File: src/hw/rtl/ir2d_pkg.sv
// shared types, calibration table and per-segment constants for the ir adc to distance core
// no dependencies; used by every module of the block

package ir2d_pkg;

    localparam int CAL_ENTRIES = 15;
    localparam int SEG_COUNT   = CAL_ENTRIES - 1;
    localparam int SEG_W       = 4;
    localparam int ADC_W       = 12;
    localparam int MM_W        = 7;
    localparam int TDIFF_W     = 9;
    localparam int DEN_W       = 9;
    localparam int DV_W        = DEN_W + 1;
    localparam int DD_W        = 4;
    localparam int RECIP_W     = 10;
    localparam int RECIP_SHIFT = 16;
    localparam int X_W         = 12;
    localparam int PROD_W      = X_W + RECIP_W;
    localparam int Q_W         = 4;
    localparam int DIST_W      = 8;
    localparam int OFF_W       = 7;
    localparam int THR_W       = 8;
    localparam int CFG_ADDR_W  = 2;
    localparam int CFG_DATA_W  = 8;
    localparam int FIFO_DEPTH  = 4;

    localparam logic [CFG_ADDR_W-1:0] REG_OFFSET_LEFT  = 2'd0;
    localparam logic [CFG_ADDR_W-1:0] REG_OFFSET_RIGHT = 2'd1;
    localparam logic [CFG_ADDR_W-1:0] REG_WALL_THRESH  = 2'd2;

    // calibration points, sorted by falling adc value
    localparam logic [ADC_W-1:0] CAL_ADC [CAL_ENTRIES] = '{
        12'd1815, 12'd1554, 12'd1317, 12'd1158, 12'd1032,
        12'd957,  12'd880,  12'd801,  12'd735,  12'd700,
        12'd645,  12'd581,  12'd538,  12'd451,  12'd395
    };

    localparam logic [MM_W-1:0] CAL_MM [CAL_ENTRIES] = '{
        7'd20, 7'd25, 7'd30, 7'd35, 7'd40,
        7'd45, 7'd50, 7'd55, 7'd60, 7'd65,
        7'd70, 7'd75, 7'd80, 7'd90, 7'd100
    };

    // adc span of each segment
    localparam logic [DEN_W-1:0] SEG_DEN [SEG_COUNT] = '{
        9'd261, 9'd237, 9'd159, 9'd126, 9'd75, 9'd77, 9'd79,
        9'd66,  9'd35,  9'd55,  9'd64,  9'd43, 9'd87, 9'd56
    };

    // distance step of each segment
    localparam logic [DD_W-1:0] SEG_DD [SEG_COUNT] = '{
        4'd5, 4'd5, 4'd5, 4'd5, 4'd5, 4'd5, 4'd5,
        4'd5, 4'd5, 4'd5, 4'd5, 4'd5, 4'd10, 4'd10
    };

    // floor(2^16 / (2*den)), the quotient estimate is low by at most one
    localparam logic [RECIP_W-1:0] SEG_RECIP [SEG_COUNT] = '{
        10'd125, 10'd138, 10'd206, 10'd260, 10'd436, 10'd425, 10'd414,
        10'd496, 10'd936, 10'd595, 10'd512, 10'd762, 10'd376, 10'd585
    };

    typedef struct packed {
        logic              side;
        logic              clamped;
        logic [SEG_W-1:0]  seg;
        logic [TDIFF_W-1:0] tdiff;
        logic [MM_W-1:0]   base_mm;
    } t_seg_item;

    typedef struct packed {
        logic [OFF_W-1:0] offset_left;
        logic [OFF_W-1:0] offset_right;
        logic [THR_W-1:0] wall_thresh;
    } t_cfg;

endpackage

File: src/hw/rtl/ir2d_front.sv
// front end: accepts a sample, finds its table segment or clamps it
// uses ir2d_pkg; feeds ir2d_fifo

module ir2d_front #(
    parameter int TABLE_POINTS = 15
) (
    input  logic                            i_clk,
    input  logic                            i_rst_n,
    input  logic                            i_valid,
    output logic                            o_ready,
    input  logic                            i_side,
    input  logic [ir2d_pkg::ADC_W-1:0]      i_raw_sample,
    output logic                            o_valid,
    input  logic                            i_ready,
    output ir2d_pkg::t_seg_item             o_item
);

    localparam int N_LIMITED = (TABLE_POINTS > ir2d_pkg::CAL_ENTRIES) ?
                               ir2d_pkg::CAL_ENTRIES : TABLE_POINTS;
    localparam int N_USED    = (N_LIMITED < 2) ? 2 : N_LIMITED;
    localparam int LAST      = N_USED - 1;

    logic [N_USED-1:0]            ge_vec;
    logic                         near_end;
    logic                         far_end;
    logic [ir2d_pkg::SEG_W-1:0]   seg;
    logic [ir2d_pkg::ADC_W-1:0]   diff;
    ir2d_pkg::t_seg_item          item;
    logic                         r_valid;
    ir2d_pkg::t_seg_item          r_item;

    always_comb begin
        for (int k = 0; k < N_USED; k++) begin
            ge_vec[k] = (i_raw_sample >= ir2d_pkg::CAL_ADC[k]);
        end
    end

    assign near_end = ge_vec[0];
    assign far_end  = (i_raw_sample <= ir2d_pkg::CAL_ADC[LAST]);

    // first segment whose lower point lies at or below the sample
    always_comb begin
        seg = '0;
        for (int k = LAST - 1; k >= 0; k--) begin
            if (ge_vec[k+1]) begin
                seg = ir2d_pkg::SEG_W'(k);
            end
        end
    end

    assign diff = ir2d_pkg::CAL_ADC[seg] - i_raw_sample;

    // a clamped item runs through the back end with zero offset into segment 0
    always_comb begin
        item.side = i_side;
        if (far_end) begin
            item.clamped = 1'b1;
            item.seg     = '0;
            item.tdiff   = '0;
            item.base_mm = ir2d_pkg::CAL_MM[LAST];
        end else if (near_end) begin
            item.clamped = 1'b1;
            item.seg     = '0;
            item.tdiff   = '0;
            item.base_mm = ir2d_pkg::CAL_MM[0];
        end else begin
            item.clamped = 1'b0;
            item.seg     = seg;
            item.tdiff   = diff[ir2d_pkg::TDIFF_W-1:0];
            item.base_mm = ir2d_pkg::CAL_MM[seg];
        end
    end

    assign o_ready = !r_valid || i_ready;

    always_ff @(posedge i_clk) begin
        if (!i_rst_n) begin
            r_valid <= 1'b0;
        end else if (o_ready) begin
            r_valid <= i_valid;
        end
    end

    always_ff @(posedge i_clk) begin
        if (o_ready && i_valid) begin
            r_item <= item;
        end
    end

    assign o_valid = r_valid;
    assign o_item  = r_item;

endmodule

File: src/hw/rtl/ir2d_fifo.sv
// short queue of classified items between front and back end
// uses ir2d_pkg for the item type and depth

module ir2d_fifo (
    input  logic                 i_clk,
    input  logic                 i_rst_n,
    input  logic                 i_push_valid,
    output logic                 o_push_ready,
    input  ir2d_pkg::t_seg_item  i_push_item,
    output logic                 o_pop_valid,
    input  logic                 i_pop_ready,
    output ir2d_pkg::t_seg_item  o_pop_item
);

    localparam int PTR_W = $clog2(ir2d_pkg::FIFO_DEPTH);
    localparam int CNT_W = PTR_W + 1;

    ir2d_pkg::t_seg_item  r_mem [ir2d_pkg::FIFO_DEPTH];
    logic [PTR_W-1:0]     r_wr_ptr;
    logic [PTR_W-1:0]     r_rd_ptr;
    logic [CNT_W-1:0]     r_count;
    logic                 push;
    logic                 pop;

    assign o_push_ready = (r_count != CNT_W'(ir2d_pkg::FIFO_DEPTH));
    assign o_pop_valid  = (r_count != '0);
    assign push         = i_push_valid && o_push_ready;
    assign pop          = o_pop_valid && i_pop_ready;
    assign o_pop_item   = r_mem[r_rd_ptr];

    always_ff @(posedge i_clk) begin
        if (!i_rst_n) begin
            r_wr_ptr <= '0;
            r_rd_ptr <= '0;
            r_count  <= '0;
        end else begin
            if (push) begin
                r_wr_ptr <= r_wr_ptr + PTR_W'(1);
            end
            if (pop) begin
                r_rd_ptr <= r_rd_ptr + PTR_W'(1);
            end
            if (push && !pop) begin
                r_count <= r_count + CNT_W'(1);
            end else if (pop && !push) begin
                r_count <= r_count - CNT_W'(1);
            end
        end
    end

    always_ff @(posedge i_clk) begin
        if (push) begin
            r_mem[r_wr_ptr] <= i_push_item;
        end
    end

endmodule

File: src/hw/rtl/ir2d_back.sv
// back end: interpolation pipeline, offset subtraction and wall flag
// uses ir2d_pkg; pops items from ir2d_fifo

module ir2d_back (
    input  logic                               i_clk,
    input  logic                               i_rst_n,
    input  logic                               i_valid,
    output logic                               o_ready,
    input  ir2d_pkg::t_seg_item                i_item,
    input  ir2d_pkg::t_cfg                     i_cfg,
    output logic                               o_valid,
    input  logic                               i_ready,
    output logic signed [ir2d_pkg::DIST_W-1:0] o_clear_mm,
    output logic                               o_wall_near,
    output logic                               o_range_clamped
);

    localparam int XW_FULL = ir2d_pkg::DV_W + ir2d_pkg::DD_W + 1;
    localparam int QD_W    = ir2d_pkg::Q_W + ir2d_pkg::DV_W;

    logic rdy1, rdy2, rdy3, rdy4;

    // stage 1: scaled numerator x = 2*t*dd + den and divisor 2*den
    logic                           r_v1;
    logic                           r_side1;
    logic                           r_cl1;
    logic [ir2d_pkg::MM_W-1:0]      r_base1;
    logic [ir2d_pkg::X_W-1:0]       r_x1;
    logic [ir2d_pkg::DV_W-1:0]      r_dv1;
    logic [ir2d_pkg::RECIP_W-1:0]   r_recip1;

    // stage 2: reciprocal product
    logic                           r_v2;
    logic                           r_side2;
    logic                           r_cl2;
    logic [ir2d_pkg::MM_W-1:0]      r_base2;
    logic [ir2d_pkg::X_W-1:0]       r_x2;
    logic [ir2d_pkg::DV_W-1:0]      r_dv2;
    logic [ir2d_pkg::PROD_W-1:0]    r_prod2;

    // stage 3: corrected quotient added to base distance
    logic                           r_v3;
    logic                           r_side3;
    logic                           r_cl3;
    logic [ir2d_pkg::MM_W-1:0]      r_mm3;

    // stage 4: output register
    logic                               r_v4;
    logic signed [ir2d_pkg::DIST_W-1:0] r_dist4;
    logic                               r_wall4;
    logic                               r_cl4;

    logic [ir2d_pkg::DEN_W-1:0]     den;
    logic [ir2d_pkg::DD_W-1:0]      dd;
    logic [XW_FULL-1:0]             x_full;
    logic [ir2d_pkg::Q_W-1:0]       q_est;
    logic [QD_W-1:0]                qd;
    logic [ir2d_pkg::X_W-1:0]       rem;
    logic [ir2d_pkg::Q_W-1:0]       q_fix;
    logic [ir2d_pkg::OFF_W-1:0]     offset;
    logic [ir2d_pkg::DIST_W-1:0]    net_mm;
    logic                           wall;

    assign rdy4    = !r_v4 || i_ready;
    assign rdy3    = !r_v3 || rdy4;
    assign rdy2    = !r_v2 || rdy3;
    assign rdy1    = !r_v1 || rdy2;
    assign o_ready = rdy1;

    assign den    = ir2d_pkg::SEG_DEN[i_item.seg];
    assign dd     = ir2d_pkg::SEG_DD[i_item.seg];
    assign x_full = XW_FULL'({i_item.tdiff, 1'b0}) * XW_FULL'(dd) + XW_FULL'(den);

    // estimate is never high and at most one low
    assign q_est = r_prod2[ir2d_pkg::RECIP_SHIFT +: ir2d_pkg::Q_W];
    assign qd    = QD_W'(q_est) * QD_W'(r_dv2);
    assign rem   = r_x2 - qd[ir2d_pkg::X_W-1:0];
    assign q_fix = q_est + ir2d_pkg::Q_W'(rem >= ir2d_pkg::X_W'(r_dv2));

    assign offset = r_side3 ? i_cfg.offset_right : i_cfg.offset_left;
    assign net_mm = {1'b0, r_mm3} - {1'b0, offset};
    assign wall   = $signed({net_mm[ir2d_pkg::DIST_W-1], net_mm}) <
                    $signed({1'b0, i_cfg.wall_thresh});

    always_ff @(posedge i_clk) begin
        if (!i_rst_n) begin
            r_v1 <= 1'b0;
            r_v2 <= 1'b0;
            r_v3 <= 1'b0;
            r_v4 <= 1'b0;
        end else begin
            if (rdy1) begin
                r_v1 <= i_valid;
            end
            if (rdy2) begin
                r_v2 <= r_v1;
            end
            if (rdy3) begin
                r_v3 <= r_v2;
            end
            if (rdy4) begin
                r_v4 <= r_v3;
            end
        end
    end

    always_ff @(posedge i_clk) begin
        if (rdy1 && i_valid) begin
            r_side1  <= i_item.side;
            r_cl1    <= i_item.clamped;
            r_base1  <= i_item.base_mm;
            r_x1     <= x_full[ir2d_pkg::X_W-1:0];
            r_dv1    <= {den, 1'b0};
            r_recip1 <= ir2d_pkg::SEG_RECIP[i_item.seg];
        end
        if (rdy2 && r_v1) begin
            r_side2 <= r_side1;
            r_cl2   <= r_cl1;
            r_base2 <= r_base1;
            r_x2    <= r_x1;
            r_dv2   <= r_dv1;
            r_prod2 <= ir2d_pkg::PROD_W'(r_x1) * ir2d_pkg::PROD_W'(r_recip1);
        end
        if (rdy3 && r_v2) begin
            r_side3 <= r_side2;
            r_cl3   <= r_cl2;
            r_mm3   <= r_base2 + ir2d_pkg::MM_W'(q_fix);
        end
        if (rdy4 && r_v3) begin
            r_dist4 <= $signed(net_mm);
            r_wall4 <= wall;
            r_cl4   <= r_cl3;
        end
    end

    assign o_valid         = r_v4;
    assign o_clear_mm      = r_dist4;
    assign o_wall_near     = r_wall4;
    assign o_range_clamped = r_cl4;

    a_quot_bound: assert property (@(posedge i_clk) disable iff (!i_rst_n)
        r_v2 |-> q_fix <= ir2d_pkg::Q_W'(10))
        else $error("interpolation quotient exceeds largest segment step");

    a_clamp_zero: assert property (@(posedge i_clk) disable iff (!i_rst_n)
        r_v2 && r_cl2 |-> r_x2 == ir2d_pkg::X_W'(r_dv2[ir2d_pkg::DV_W-1:1]))
        else $error("clamped item carries a nonzero segment offset");

    a_mm_bound: assert property (@(posedge i_clk) disable iff (!i_rst_n)
        r_v3 |-> r_mm3 <= ir2d_pkg::CAL_MM[ir2d_pkg::CAL_ENTRIES-1])
        else $error("interpolated distance beyond table range");

endmodule

File: src/hw/rtl/ir_adc_to_distance_interp_core.sv
// top level of the infrared adc to distance converter with configuration registers
// uses ir2d_pkg, ir2d_front, ir2d_fifo and ir2d_back

// Converts one 12-bit infrared ADC sample per clock while the output does not stall into a
// signed distance in millimetres by piecewise linear interpolation over a fixed calibration
// table, rounded half up, then subtracts the selected side's mounting offset and flags a wall
// below the threshold. Samples at or past either table end clamp and set range_clamped. An
// accepted item passes through the front register that locates the table segment, then the
// four-entry queue and four back-end stages (scaled numerator, reciprocal multiply, quotient
// correction, offset and compare). The user must write the offset and threshold registers
// through the plain write port only while no item is in flight; the block itself does not
// enforce this.

module ir_adc_to_distance_interp_core #(
    parameter int TABLE_POINTS = 15
) (
    input  logic                                  i_clk,
    input  logic                                  i_rst_n,
    input  logic                                  i_valid,
    output logic                                  o_ready,
    input  logic                                  i_side,
    input  logic [ir2d_pkg::ADC_W-1:0]            i_raw_sample,
    output logic                                  o_valid,
    input  logic                                  i_ready,
    output logic signed [ir2d_pkg::DIST_W-1:0]    o_clear_mm,
    output logic                                  o_wall_near,
    output logic                                  o_range_clamped,
    input  logic                                  i_cfg_we,
    input  logic [ir2d_pkg::CFG_ADDR_W-1:0]       i_cfg_addr,
    input  logic [ir2d_pkg::CFG_DATA_W-1:0]       i_cfg_wdata
);

    ir2d_pkg::t_cfg       r_cfg;
    ir2d_pkg::t_seg_item  front_item;
    ir2d_pkg::t_seg_item  fifo_item;
    logic                 front_valid;
    logic                 front_ready;
    logic                 fifo_valid;
    logic                 back_ready;

    always_ff @(posedge i_clk) begin
        if (!i_rst_n) begin
            r_cfg <= '0;
        end else if (i_cfg_we) begin
            unique case (i_cfg_addr)
                ir2d_pkg::REG_OFFSET_LEFT: begin
                    r_cfg.offset_left <= i_cfg_wdata[ir2d_pkg::OFF_W-1:0];
                end
                ir2d_pkg::REG_OFFSET_RIGHT: begin
                    r_cfg.offset_right <= i_cfg_wdata[ir2d_pkg::OFF_W-1:0];
                end
                ir2d_pkg::REG_WALL_THRESH: begin
                    r_cfg.wall_thresh <= i_cfg_wdata[ir2d_pkg::THR_W-1:0];
                end
                default: begin
                    r_cfg <= r_cfg;
                end
            endcase
        end
    end

    ir2d_front #(
        .TABLE_POINTS (TABLE_POINTS)
    ) u_front (
        .i_clk        (i_clk),
        .i_rst_n      (i_rst_n),
        .i_valid      (i_valid),
        .o_ready      (o_ready),
        .i_side       (i_side),
        .i_raw_sample (i_raw_sample),
        .o_valid      (front_valid),
        .i_ready      (front_ready),
        .o_item       (front_item)
    );

    ir2d_fifo u_fifo (
        .i_clk        (i_clk),
        .i_rst_n      (i_rst_n),
        .i_push_valid (front_valid),
        .o_push_ready (front_ready),
        .i_push_item  (front_item),
        .o_pop_valid  (fifo_valid),
        .i_pop_ready  (back_ready),
        .o_pop_item   (fifo_item)
    );

    ir2d_back u_back (
        .i_clk           (i_clk),
        .i_rst_n         (i_rst_n),
        .i_valid         (fifo_valid),
        .o_ready         (back_ready),
        .i_item          (fifo_item),
        .i_cfg           (r_cfg),
        .o_valid         (o_valid),
        .i_ready         (i_ready),
        .o_clear_mm      (o_clear_mm),
        .o_wall_near     (o_wall_near),
        .o_range_clamped (o_range_clamped)
    );

endmodule

File: config.mk
export PLATFORM = sky130hd
export DESIGN_NAME = ir_adc_to_distance_interp_core
export DESIGN_NICKNAME = d
export VERILOG_FILES = /design/src/hw/rtl/ir2d_pkg.sv /design/src/hw/rtl/ir2d_front.sv /design/src/hw/rtl/ir2d_fifo.sv /design/src/hw/rtl/ir2d_back.sv /design/src/hw/rtl/ir_adc_to_distance_interp_core.sv
export SDC_FILE = /design/constraint.sdc
export NUM_CORES = 1
export LEC_CHECK = 0
export BUFFER_PORTS_ARGS = -buffer_cell sky130_fd_sc_hd__clkbuf_2
export CAP_MARGIN = 20
export CORE_AREA = 4 4 149 187
export CTS_CLUSTER_SIZE = 10
export DETAILED_ROUTE_END_ITERATION = 16
export DIE_AREA = 0 0 153 191
export PLACE_DENSITY = 0.92
export SLEW_MARGIN = 10
export SYNTH_ARGS = -nofsm -noshare
export SYNTH_HDL_FRONTEND = slang
export SYNTH_SLANG_ARGS = --single-unit
File: constraint.sdc
create_clock -name i_clk -period 7.4 [get_ports i_clk]
set_input_delay 1.11 -clock i_clk [delete_from_list [all_inputs] [get_ports i_clk]]
set_output_delay 1.11 -clock i_clk [all_outputs]
set_load 0.05 [all_outputs]
==> impl_metrics.env <==
export IMPL_status="complete, no violations"
export IMPL_tightest_slew_ps=1090
export IMPL_cts_tree="built"
export IMPL_rsz0062_at_grt="false"
export IMPL_nets=1761
export IMPL_setup_viol_count_final=0
export IMPL_grt_pass1_vias=11800
export IMPL_routed_wl_um=35800
export IMPL_yosysWarnings=0
export IMPL_synthArstFlopShare_pct=0
export IMPL_dpl_instance_area_um2=17000
export IMPL_rows=66
export IMPL_gp_congestion=0.902
export IMPL_portBuffers=39
export IMPL_viasPerCell=6.06
export IMPL_rr_worst_depth=25
export IMPL_dp_cells=1785
export IMPL_dieArea_um2=29200
export IMPL_maxSlewHeadroom_pct=27.0
export IMPL_synth_cell_types=78
export IMPL_whs_path_depth=0
export IMPL_synth_edf_count=201
export IMPL_ios=40
export IMPL_cp_arrival_ps=6900
export IMPL_cts_repair_resized=0
export IMPL_fin_tns_setup_ps=0
export IMPL_hold_class="reg2reg"
export IMPL_rr_startpoint="u_back.r_prod2[19]"
export IMPL_hold_violations=0
export IMPL_dpl_hpwl_um=25800
export IMPL_min_from="u_back.r_base1[3]"
export IMPL_ctsHoldBuffers=0
export IMPL_cts_setup_buffers=0
export IMPL_antenna_found_initial=0
export IMPL_cts_sinks=237
export IMPL_finalCritPeriodShare_pct=89.5
export IMPL_die_h_um=191
export IMPL_drt_antenna_violating_nets=0
export IMPL_routedWlPerCell_um=19.6
export IMPL_postSynthAreaPerCell_um2=11.4
export IMPL_fmax_ghz=0.151
export IMPL_grt_use_total_pct=24.7
export IMPL_required_ps=7680
export IMPL_fill_cells=1723
export IMPL_worstReg2RegEnd="u_back.r_mm3[5]"
export IMPL_ys_seq_area_share_pct=40.8
export IMPL_design_area_um2=17800
export IMPL_grt_pass1_wl_um=58300
export IMPL_area_delta_synth_final_pct=7.44
export IMPL_drive_above_1_share_pct=8.39
export IMPL_finalNonFillerCells=1829
export IMPL_vias=11100
export IMPL_die_w_um=153
export IMPL_cp_max_fo=9
export IMPL_syn_inst=1456
export IMPL_period_minus_slack_ps=6620
export IMPL_cts_buffers_inserted=27
export IMPL_cp_end_kind="flip-flop"
export IMPL_drc_errors=0
export IMPL_drv_cap=0
export IMPL_clockBufferDepth=3
export IMPL_grt_max_degree=43
export IMPL_syn_nets=1740
export IMPL_syn_area_um2=16600
export IMPL_startpoint_type="flip-flop"
export IMPL_synth_seq_cells=237
export IMPL_drt_iter0_drc=739
export IMPL_cts_clk_slew_worst_paths_ps=50
export IMPL_clk_latency_ps=540
export IMPL_drv_slew=0
export IMPL_clock_skew_ps=15.1
export IMPL_dr_pass1_iters=5
export IMPL_cts_max_level=1
export IMPL_whs_ps=416
export IMPL_initial_core_util_pct=63.8
export IMPL_worstHoldEndpoint="u_back.r_base2[3]"
export IMPL_r2r_slack_ps=780
export IMPL_diodes=0
export IMPL_core_um2=25900
export IMPL_grt_overflow=0
export IMPL_synthFlopType="edfxtp_1"
export IMPL_crit_type="reg2reg"
export IMPL_root_buffer="clkbuf_16"
==> synth_stat cells (36+ instances only) <==
cell type  count  area [um2]
xnor2_1       43         377
nor2b_1       44         275
edfxtp_1     201        6040
dfxtp_1       36         721
clkbuf_1      39         146
a21oi_1       51         255
mux2i_1       36         360
and2_1        86         538
nand2_1      133         499
ha_1         146        1830
inv_1        163         612
nor2_1        65         244
fa_1         110        2200
o21ai_0       48         240
==> registers in the layout, indices dropped and copies added (netlist names), 2 cells and up, named ones only <==
signal / count
u_back.r_mm3: 7
u_back.r_base1: 7
u_back.o_clear_mm: 8
u_back.r_x1: 12
u_back.r_dv2: 8
u_fifo.r_rd_ptr: 2
u_back.r_x2: 12
u_back.r_dv1: 8
u_fifo.r_mem: 88
u_back.r_prod2: 4
u_fifo.r_count: 3
u_back.r_base2: 7
u_back.r_recip1: 10
r_cfg: 22
u_fifo.r_wr_ptr: 2
u_front.o_item: 22
==> final cells by class <==
class                           instances  area (um2)  share of cell area (%)
Inverter                              164         616                    3.46
Timing Repair Buffer                   51         308                    1.73
Multi-Input combinational cell        996        8940                    50.2
Sequential cell                       237        6760                    38.0
Clock inverter                          1        20.0                   0.113
Tap cell                              340         425                    2.39
Clock buffer                           40         724                    4.07
==> how the worst max path moves through the flow <==
stage | startpoint | end | slack, ps | depth (start not counted)
2_1_floorplan | u_back.r_prod2[18] | u_back.r_mm3[6] | 1390 | 25
5_1_grt | u_back.r_prod2[19] | u_back.r_mm3[5] | 230 | 25
6_report | u_back.r_prod2[19] | u_back.r_mm3[5] | 780 | 25
3_3_place_gp | u_back.r_prod2[19] | u_back.r_mm3[6] | 1100 | 24
4_1_cts | u_back.r_prod2[19] | u_back.r_mm3[5] | 800 | 25
3_5_place_dp | u_back.r_prod2[19] | u_back.r_mm3[6] | 880 | 24
==> logic make-up (layout without fill, tap and decap cells) <==
group | Yosys count | in the layout | share of synthesized area [%]
and+or+nand+nor | 402 | 402 | 12.2
adders and majority gates | 256 | 256 | 24.3
DFF | 237 | 237 | 40.8
buffers and inverters | 223 | 256 | 5.33
AOI/OAI and AO/OA | 216 | 216 | 8.74
xor gates and xnor gates | 62 | 62 | 3.28
muxes | 60 | 60 | 5.26
==> metal layers <==
layer / global-route usage, % / share of wire, %
met1: 27.2 / 35
met2: 47.1 / 55
met3: 2.81 / 4.5
met4: 12.4 / 5.3
met5: 0 / 0
==> cells in the final DEF, fill, tap and decap left out, types with 27 or more instances in the layout <==
cell type / count
and2_1: 86
nand2_1: 133
edfxtp_1: 201
nor2b_1: 43
fa_1: 110
mux2i_1: 36
o21ai_0: 48
nor2_1: 65
clkbuf_2: 39
ha_1: 146
clkbuf_16: 27
a21oi_1: 50
inv_1: 163
dfxtp_1: 36
xnor2_1: 43
==> metrics by stage <==
stage | setup slack (ps) | util [%]
global placement | 1100 | 65.5
floorplan | 1390 | -
global route | 229 | 68.6
CTS | 795 | 68.4
finish | 779 | 68.6
detailed placement | 875 | 65.5
==> worst max-delay path, stage by stage, from the launching register on <==
cell and delay, ps:
edfxtp_1 520, and2_1 250, fa_1 550, inv_1 60
fa_1 520, inv_1 40, ha_1 320, nor2b_1 140
o21ai_0 230, nand2b_1 110, xnor2_1 130, ha_1 220
o41ai_1 520, xnor2_1 180, ha_1 260, a221oi_1 230
o21ai_0 120, nand4b_1 240, ha_1 250, ha_1 320
ha_1 280, a21o_1 160, a21oi_1 290, nor2b_1 90
o21ai_0 240, xnor2_1 110
Power is left out: the tool's default activity adds up to more than one toggle a clock period on the data nets, which glitch-free logic cannot reach.
